### src/hw/rtl/pbd_pkg.sv
`default_nettype none
// ----------------------------------------------------------------------------
// pbd_pkg
// Types and constants shared by the PEM base64 stream decoder modules.
// ----------------------------------------------------------------------------
package pbd_pkg;

   localparam int unsigned BeginLen = 10;
   localparam int unsigned EndLen   = 6;

   localparam logic [7:0] CharDash    = 8'h2d;
   localparam logic [7:0] CharNewline = 8'h0a;
   localparam logic [7:0] CharPad     = 8'h3d;
   localparam logic [7:0] CharPlus    = 8'h2b;
   localparam logic [7:0] CharSlash   = 8'h2f;

   localparam logic [5:0] SextetPlus  = 6'h3e;
   localparam logic [5:0] SextetSlash = 6'h3f;

   typedef enum logic [1:0] {
      PHASE_SEEK     = 2'd0,
      PHASE_SKIPLINE = 2'd1,
      PHASE_BODY     = 2'd2,
      PHASE_DONE     = 2'd3
   } phase_type;

   typedef enum logic [1:0] {
      STATUS_OK       = 2'd0,
      STATUS_NO_BEGIN = 2'd1,
      STATUS_NO_END   = 2'd2
   } status_type;

   // Classification of one input byte.
   typedef struct packed {
      logic       is_sextet;
      logic [5:0] sextet;
      logic       is_dash;
      logic       is_newline;
      logic       is_pad;
   } char_class_type;

   // One result produced by the parser for one input byte.
   typedef struct packed {
      logic       present;
      logic       data_valid;
      logic [7:0] out_byte;
      logic       done_res;
      status_type status;
   } result_type;

   // Expected byte of "-----BEGIN" at a given match position.
   function automatic logic [7:0] begin_char(input logic [3:0] idx);
      logic [7:0] c;
      unique case (idx)
         4'd5:    c = 8'h42;  // B
         4'd6:    c = 8'h45;  // E
         4'd7:    c = 8'h47;  // G
         4'd8:    c = 8'h49;  // I
         4'd9:    c = 8'h4e;  // N
         default: c = CharDash;
      endcase
      return c;
   endfunction

endpackage
`default_nettype wire

### src/hw/rtl/pbd_char_class.sv
`default_nettype none
// ----------------------------------------------------------------------------
// pbd_char_class
// Maps one byte of text to its base64 six-bit value and marker flags.
// ----------------------------------------------------------------------------
module pbd_char_class (
   input  wire logic [7:0]            char_in,
   output pbd_pkg::char_class_type    char_class
);

   always_comb begin
      char_class            = '0;
      char_class.is_dash    = (char_in == pbd_pkg::CharDash);
      char_class.is_newline = (char_in == pbd_pkg::CharNewline);
      char_class.is_pad     = (char_in == pbd_pkg::CharPad);
      if (char_in >= 8'h41 && char_in <= 8'h5a) begin
         char_class.is_sextet = 1'b1;
         char_class.sextet    = 6'(char_in - 8'h41);
      end else if (char_in >= 8'h61 && char_in <= 8'h7a) begin
         char_class.is_sextet = 1'b1;
         char_class.sextet    = 6'(char_in - 8'h61 + 8'd26);
      end else if (char_in >= 8'h30 && char_in <= 8'h39) begin
         char_class.is_sextet = 1'b1;
         char_class.sextet    = 6'(char_in - 8'h30 + 8'd52);
      end else if (char_in == pbd_pkg::CharPlus) begin
         char_class.is_sextet = 1'b1;
         char_class.sextet    = pbd_pkg::SextetPlus;
      end else if (char_in == pbd_pkg::CharSlash) begin
         char_class.is_sextet = 1'b1;
         char_class.sextet    = pbd_pkg::SextetSlash;
      end
   end

endmodule
`default_nettype wire

### src/hw/rtl/pbd_parser.sv
`default_nettype none
// ----------------------------------------------------------------------------
// pbd_parser
// Marker tracking and base64 group decoding. Holds the stream state and
// updates it when the registered input byte is consumed.
// ----------------------------------------------------------------------------
module pbd_parser (
   input  wire logic                   clock,
   input  wire logic                   reset,
   input  wire logic                   step,
   input  wire logic [7:0]             char_in,
   input  wire logic                   last,
   input  wire pbd_pkg::char_class_type char_class,
   output pbd_pkg::result_type         result
);

   pbd_pkg::phase_type phase_ff, phase_in;
   logic [3:0] marker_match_ff, marker_match_in;
   logic [2:0] end_match_ff, end_match_in;
   logic [1:0] group_pos_ff, group_pos_in;
   logic [5:0] prev_sextet_ff, prev_sextet_in;
   logic       pad_seen_ff, pad_seen_in;

   logic [3:0] begin_next;
   logic [2:0] end_next;

   always_comb begin
      // Begin marker matcher: on a mismatch a dash restarts the match, and
      // keeps five dashes matched when five are already matched.
      if (marker_match_ff < 4'(pbd_pkg::BeginLen) &&
          char_in == pbd_pkg::begin_char(marker_match_ff)) begin
         begin_next = marker_match_ff + 4'd1;
      end else if (char_class.is_dash) begin
         begin_next = (marker_match_ff == 4'd5) ? 4'd5 : 4'd1;
      end else begin
         begin_next = 4'd0;
      end

      if (end_match_ff >= 3'd1 && end_match_ff < 3'(pbd_pkg::EndLen) &&
          char_class.is_dash) begin
         end_next = end_match_ff + 3'd1;
      end else begin
         end_next = char_class.is_newline ? 3'd1 : 3'd0;
      end
   end

   always_comb begin
      phase_in        = phase_ff;
      marker_match_in = marker_match_ff;
      end_match_in    = end_match_ff;
      group_pos_in    = group_pos_ff;
      prev_sextet_in  = prev_sextet_ff;
      pad_seen_in     = pad_seen_ff;
      result          = '0;

      unique case (phase_ff)
         pbd_pkg::PHASE_SEEK: begin
            if (begin_next >= 4'(pbd_pkg::BeginLen)) begin
               phase_in        = pbd_pkg::PHASE_SKIPLINE;
               marker_match_in = 4'd0;
            end else begin
               marker_match_in = begin_next;
            end
         end
         pbd_pkg::PHASE_SKIPLINE: begin
            // The newline closing the header also starts the end marker.
            if (char_class.is_newline) begin
               phase_in     = pbd_pkg::PHASE_BODY;
               end_match_in = 3'd1;
            end
         end
         pbd_pkg::PHASE_BODY: begin
            end_match_in = end_next;
            if (end_next >= 3'(pbd_pkg::EndLen)) begin
               phase_in = pbd_pkg::PHASE_DONE;
            end else if (!pad_seen_ff) begin
               if (char_class.is_pad) begin
                  pad_seen_in = 1'b1;
               end else if (char_class.is_sextet) begin
                  unique case (group_pos_ff)
                     2'd1: begin
                        result.data_valid = 1'b1;
                        result.out_byte   = {prev_sextet_ff, char_class.sextet[5:4]};
                     end
                     2'd2: begin
                        result.data_valid = 1'b1;
                        result.out_byte   = {prev_sextet_ff[3:0], char_class.sextet[5:2]};
                     end
                     2'd3: begin
                        result.data_valid = 1'b1;
                        result.out_byte   = {prev_sextet_ff[1:0], char_class.sextet};
                     end
                     default: begin
                        result.data_valid = 1'b0;
                     end
                  endcase
                  prev_sextet_in = char_class.sextet;
                  group_pos_in   = group_pos_ff + 2'd1;
               end
            end
         end
         pbd_pkg::PHASE_DONE: begin
            // Everything after the end marker is ignored.
         end
         default: begin
            phase_in = pbd_pkg::PHASE_SEEK;
         end
      endcase

      if (last) begin
         result.done_res = 1'b1;
         if (phase_in == pbd_pkg::PHASE_SEEK) begin
            result.status = pbd_pkg::STATUS_NO_BEGIN;
         end else if (phase_in == pbd_pkg::PHASE_DONE) begin
            result.status = pbd_pkg::STATUS_OK;
         end else begin
            result.status = pbd_pkg::STATUS_NO_END;
         end
         phase_in        = pbd_pkg::PHASE_SEEK;
         marker_match_in = 4'd0;
         end_match_in    = 3'd0;
         group_pos_in    = 2'd0;
         prev_sextet_in  = 6'd0;
         pad_seen_in     = 1'b0;
      end

      result.present = result.data_valid | result.done_res;
   end

   always_ff @(posedge clock) begin
      if (reset) begin
         phase_ff        <= pbd_pkg::PHASE_SEEK;
         marker_match_ff <= 4'd0;
         end_match_ff    <= 3'd0;
         group_pos_ff    <= 2'd0;
         prev_sextet_ff  <= 6'd0;
         pad_seen_ff     <= 1'b0;
      end else if (step) begin
         phase_ff        <= phase_in;
         marker_match_ff <= marker_match_in;
         end_match_ff    <= end_match_in;
         group_pos_ff    <= group_pos_in;
         prev_sextet_ff  <= prev_sextet_in;
         pad_seen_ff     <= pad_seen_in;
      end
   end

endmodule
`default_nettype wire

### src/hw/rtl/pbd_out_reg.sv
`default_nettype none
// ----------------------------------------------------------------------------
// pbd_out_reg
// Result register of the decoder. Loads a result when it is empty or its
// current transaction completes in the same cycle.
// ----------------------------------------------------------------------------
module pbd_out_reg (
   input  wire logic                clock,
   input  wire logic                reset,
   input  wire logic                load,
   input  wire pbd_pkg::result_type result,
   output logic                     can_load,
   output logic                     rsp_valid,
   input  wire logic                rsp_ready,
   output logic                     rsp_data_valid,
   output logic [7:0]               rsp_out_byte,
   output logic                     rsp_done_res,
   output logic [1:0]               rsp_status
);

   logic       valid_ff, valid_in;
   logic       data_valid_ff;
   logic [7:0] out_byte_ff;
   logic       done_res_ff;
   logic [1:0] status_ff;

   assign can_load = !valid_ff || rsp_ready;

   always_comb begin
      valid_in = valid_ff;
      if (can_load) begin
         valid_in = load && result.present;
      end
   end

   always_ff @(posedge clock) begin
      if (reset) begin
         valid_ff <= 1'b0;
      end else begin
         valid_ff <= valid_in;
      end
   end

   always_ff @(posedge clock) begin
      if (can_load && load && result.present) begin
         data_valid_ff <= result.data_valid;
         out_byte_ff   <= result.out_byte;
         done_res_ff   <= result.done_res;
         status_ff     <= result.status;
      end
   end

   assign rsp_valid      = valid_ff;
   assign rsp_data_valid = data_valid_ff;
   assign rsp_out_byte   = out_byte_ff;
   assign rsp_done_res   = done_res_ff;
   assign rsp_status     = status_ff;

endmodule
`default_nettype wire

### src/hw/rtl/pem_base64_stream_decoder_core.sv
`default_nettype none
// ----------------------------------------------------------------------------
// pem_base64_stream_decoder_core
// Decodes the base64 body of PEM text, one text byte per transaction.
// ----------------------------------------------------------------------------
// The block takes one byte of text per clock cycle unless the result side
// stalls it. Each accepted byte is held in the input register and its result
// in the result register, with the marker matching and group decoding done
// in the logic between them. A byte yields a result only when it completes a
// decoded byte or carries the last flag; other bytes are consumed silently.
// The result of the last byte carries done_res and the final status (ok, no
// begin marker, no end marker), after which the decoder is ready for a new
// text. Back-pressure on the result side stalls the input only when the
// result register is full and not being taken.
// ----------------------------------------------------------------------------
module pem_base64_stream_decoder_core (
   input  wire logic       clock,
   input  wire logic       reset,
   input  wire logic       req_valid,
   output logic            req_ready,
   input  wire logic [7:0] req_char_in,
   input  wire logic       req_last,
   output logic            rsp_valid,
   input  wire logic       rsp_ready,
   output logic            rsp_data_valid,
   output logic [7:0]      rsp_out_byte,
   output logic            rsp_done_res,
   output logic [1:0]      rsp_status
);

   logic       in_valid_ff, in_valid_in;
   logic [7:0] in_char_ff;
   logic       in_last_ff;
   logic       can_load;
   logic       step;

   pbd_pkg::char_class_type char_class;
   pbd_pkg::result_type     result;

   // The registered byte is consumed whenever the result register can load.
   assign step      = in_valid_ff && can_load;
   assign req_ready = !in_valid_ff || can_load;

   always_comb begin
      in_valid_in = in_valid_ff;
      if (req_ready) begin
         in_valid_in = req_valid;
      end
   end

   always_ff @(posedge clock) begin
      if (reset) begin
         in_valid_ff <= 1'b0;
      end else begin
         in_valid_ff <= in_valid_in;
      end
   end

   always_ff @(posedge clock) begin
      if (req_valid && req_ready) begin
         in_char_ff <= req_char_in;
         in_last_ff <= req_last;
      end
   end

   pbd_char_class u_char_class (
      .char_in    (in_char_ff),
      .char_class (char_class)
   );

   pbd_parser u_parser (
      .clock      (clock),
      .reset      (reset),
      .step       (step),
      .char_in    (in_char_ff),
      .last       (in_last_ff),
      .char_class (char_class),
      .result     (result)
   );

   pbd_out_reg u_out_reg (
      .clock          (clock),
      .reset          (reset),
      .load           (step),
      .result         (result),
      .can_load       (can_load),
      .rsp_valid      (rsp_valid),
      .rsp_ready      (rsp_ready),
      .rsp_data_valid (rsp_data_valid),
      .rsp_out_byte   (rsp_out_byte),
      .rsp_done_res   (rsp_done_res),
      .rsp_status     (rsp_status)
   );

   // A result that leaves the block always carries a byte or the end flag.
   assert property (@(posedge clock) disable iff (reset)
      rsp_valid |-> (rsp_data_valid || rsp_done_res))
      else $error("result without data or done");

   // Status is only meaningful on the final transaction.
   assert property (@(posedge clock) disable iff (reset)
      (rsp_valid && !rsp_done_res) |-> (rsp_status == pbd_pkg::STATUS_OK))
      else $error("status set on a result that is not final");

   // A byte held in the input register while the output stalls stays put.
   assert property (@(posedge clock) disable iff (reset)
      (in_valid_ff && !can_load) |=> (in_valid_ff && $stable(in_char_ff)
                                      && $stable(in_last_ff)))
      else $error("input register changed during a stall");

   // The output byte is zero unless the result carries decoded data.
   assert property (@(posedge clock) disable iff (reset)
      (rsp_valid && !rsp_data_valid) |-> (rsp_out_byte == 8'd0))
      else $error("out_byte set without data_valid");

endmodule
`default_nettype wire
### config.mk
export PLATFORM = sky130hd
export DESIGN_NAME = pem_base64_stream_decoder_core
export DESIGN_NICKNAME = d
export VERILOG_FILES = /design/src/hw/rtl/pbd_pkg.sv /design/src/hw/rtl/pbd_char_class.sv /design/src/hw/rtl/pbd_parser.sv /design/src/hw/rtl/pbd_out_reg.sv /design/src/hw/rtl/pem_base64_stream_decoder_core.sv
export SDC_FILE = /design/constraint.sdc
export NUM_CORES = 1
export LEC_CHECK = 0
export BUFFER_PORTS_ARGS = -buffer_cell sky130_fd_sc_hd__buf_2
export CAP_MARGIN = 20
export CORE_UTILIZATION = 40
export DETAILED_ROUTE_END_ITERATION = 6
export PLACE_DENSITY = 0.67
export REMOVE_ABC_BUFFERS = 1
export SYNTH_ARGS = -nofsm -noshare
export SYNTH_HDL_FRONTEND = slang
export SYNTH_SLANG_ARGS = --single-unit
### constraint.sdc
create_clock -name clock -period 5.35 [get_ports clock]
set_input_delay 0.2675 -clock clock [delete_from_list [all_inputs] [get_ports clock]]
set_output_delay 0.2675 -clock clock [all_outputs]
set_load 0.005 [all_outputs]
==> metrics.md <==
| Metric | Value |
|---|---|
| Sequential area share after synthesis | 0.380 |
| # Post-CTS Setup Buffers | 0 |
| Final wirelength | 5970 µm |
| RSZ-0062 raised after global routing | no |
| MaxCap Viol Count | 0 |
| Worst Path Required | 5350 ps |
| Slew Limit Fails | 0 |
| Library cells used by synthesis | 55 |
| Crit Reg-Reg Endpoint | u_out_reg.rsp_out_byte[2] |
| GRT Overall Usage | 0.175 |
| Die H | 84.3 µm |
| Synth Cell Area | 2710 µm² |
| Cts hold-fix bufs | 0 |
| Count leader, synth | nor2_1 |
| Most area-hungry cell type in the Yosys netlist | edfxtp_1 |
| Clk slew on worst S/H paths | 80 ps |
| Post-DP Area | 2880 µm² |
| Via density | 5.73 |
| Switching Fraction | 0.239 |
| Pwr dens | 224 nW/µm² |
| Worst-path cell chain | inv_1 > ha_1 > or4bb_1 > o22ai_1 > a221o_1 > o21ai_1 > or2_2 > a21oi_1 > buf_4 |
| CTS tree | built |
| H-tree Lvls | 2 |
| Hold Vio Cnt, Final | 0 |
| Boundary Pins | 27 |
| # diodes | 0 |
| First-pass GRT wire length | 10100 µm |
| Final Cycle Share | 0.612 |
| Worst reg2reg path depth | 9 |
| HP Class | primary input to flop |
| Critical path class | flop to flop |
| Hold wc startpoint | req_last |
| Total gr overflow | 0 |
| Pre-antenna DRT Iters | 6 |
| Slowest cell on crit path | edfxtp_1 |
| Core region area | 6460 µm² |
| Cts bufs inserted | 5 |
| PortBufs | 26 |
| DRT antenna net count | 0 |
| CP Buf/Inv Count | 2 |
| Slew headroom | 0.453 |
| Worst Skew | 12.4 ps |
| CTS root buffer | clkbuf_8 |
| Reg2reg start | in_char_ff[2] |
| Initial antenna violation count | 0 |
| FF-to-FF setup slack | 2080 ps |
| Syn Area/Cell | 8.91 µm² |
| Final WS setup | 2080 ps |
| CP Launch Type | flop |
| Max Root-Sink Buffers | 2 |
| Area of all placed cells without fillers | 3000 µm² |
| Post-cts sizing count | 0 |
| Setup-failing EPs final | 0 |
| Reg power frac | 0.516 |
| Failing checks | design-rule violations |
| Leading cell types by count after synthesis | nor2_1 (27), inv_1 (23), edfxtp_1 (21), dfxtp_1 (20), ha_1 (18) |
| Vias in the first global route | 2086 |
| Util after Layout | 0.465 |
| Die ar. | 7110 µm² |
| Combinational fraction of design power | 0.091 |
| Layout cells sized above 1 | 0.127 |
| Syn Inst Count | 304 |
| Routed len/inst | 14.9 µm |
| CP peak stage delay | 540 ps |
| Post-synth EDFFs | 21 |
| Largest net degree at the start of global routing | 18 |
| Routability cong. | 0.942 |
| Status | finished, violations left |
| #FFs+latches synth | 41 |
| Post-place setup slack | 1610 ps |
| Sw power | 0.161 mW |
| P_leak | 1.10 nW |
| Worst path top cell family by delay | simple AND/OR/NAND/NOR gates |
| Later-pin clock latency in the skew report | 300 ps |
| Max VDD drop | 0.168 mV |
| Hold worst-path end | in_last_ff |
| Initial Utilization | 0.420 |
| Synth top area cells | edfxtp_1 (23%), dfxtp_1 (15%), ha_1 (8.3%) |
| Worst setup EP type | flop |
| Ys flop type | edfxtp_1 |
| Initial DRC count | 178 |
| Synth-to-layout area growth | 10.8% |
| Remaining DRCs | 6 |
| Clk pwr share | 0.393 |
| Final HPWL DP | 4440 µm |
| Tmin final | 3270 ps |
| Yosys top cell area share | 0.233 |
| Sink Count | 41 |
| Final net count | 354 |
| CP max FO | 11 |
| Power Internal | 0.512 mW |
| Vias | 2299 |
| CP Data Arrival Time | 3280 ps |
| Worst slew pin tran | 810 ps |
| Fmax | 0.306 GHz |
| Worst Hold Depth | 1 |
| Post-synth ARST share | 0 |
| Die Width | 84.3 µm |
| Row cnt | 29 |
| Tot Pwr | 0.673 mW |
| Synth warn | 0 |
| Setup TNS | 0 ps |
==> power by group through the flow <==
stage	combinational [mW]	sequential [mW]	clock [mW]
global route	0.0677	0.349	0.279
global placement	0.0607	0.355	0
CTS	0.0604	0.348	0.267
detailed placement	0.0600	0.355	0
floorplan	0.0413	0.351	0
finish	0.0613	0.347	0.264
==> per-layer routing <==
metal | vias up | track usage | part of all wire
met4 | 0 | 0.0486 | 0.010
met1 | 1074 | 0.247 | 0.49
met3 | 7 | 0.0383 | 0.046
li1 | 1156 | - | -
met2 | 62 | 0.270 | 0.46
met5 | - | 0 | 0
==> area by class of cell <==
class	count	area (µm²)
clock buffer	6	82.6
clock inverter	2	36.3
fill	639	3460
inverter	23	86.3
multi-input combinational	225	1530
sequential	41	1030
tap	77	96.3
timing repair buffer	27	138
==> layout by cell type (no fill, tap or decap), types with 3 or more instances in the layout <==
cell type,synthesis,final
a211oi_1,7,7
a21o_1,4,4
a21oi_1,17,17
a222oi_1,3,3
a22o_1,3,3
a22oi_1,6,6
a311oi_1,3,3
and2_1,4,4
buf_2,4,26
clkbuf_8,0,6
dfxtp_1,20,20
edfxtp_1,21,21
ha_1,18,18
inv_1,23,23
nand2_1,17,17
nand2b_1,8,8
nand3_1,11,11
nand4_1,3,3
nor2_1,27,27
nor2b_1,4,4
nor3_1,9,9
nor3b_1,3,3
nor4bb_1,3,3
o211ai_1,3,3
o21a_1,4,4
o21ai_0,7,7
o22ai_1,6,6
o2bb2ai_1,5,5
or2_2,4,4
or3_1,3,3
or4_1,4,4
xnor2_1,9,9
xor2_1,3,3
==> sequential cells by signal, indices dropped and copies added (netlist names), 2 cells and up <==
register,cells
u_out_reg.rsp_status,2
u_parser.phase_ff,2
u_parser.group_pos_ff,2
u_parser.marker_match_ff,4
u_parser.end_match_ff,3
u_parser.prev_sextet_ff,6
in_char_ff,8
u_out_reg.rsp_out_byte,8
==> worst max path at each step <==
stage,from,slack (ps),end,cells after the start
3_3_place_gp,in_char_ff[2],1780,u_out_reg.rsp_out_byte[2],8
4_1_cts,in_char_ff[2],1600,u_out_reg.rsp_out_byte[6],8
6_report,in_char_ff[2],2080,u_out_reg.rsp_out_byte[2],9
3_5_place_dp,in_char_ff[2],1610,u_out_reg.rsp_out_byte[2],8
2_1_floorplan,in_char_ff[2],2090,u_out_reg.rsp_data_valid,8
5_1_grt,in_char_ff[2],1880,u_out_reg.rsp_out_byte[6],9
==> per-stage QoR <==
| stage | hold slack, ps | instances |
|---|---|---|
| after floorplan | 337 | 289 |
| after detailed placement | 446 | 392 |
| after CTS | 140 | 400 |
| final | 145 | 401 |
| after global placement | 441 | 392 |
| after global routing | 135 | 401 |
==> cell families after synthesis <==
family                     synth area share
AOI/OAI and AO/OA                     0.217
and+or+nand+nor                       0.226
xor gates and xnor gates             0.0388
buffers and inverters                0.0545
adders and majority gates            0.0831
DFF                                   0.380
Note: power is estimated with default switching activity, not from simulation.
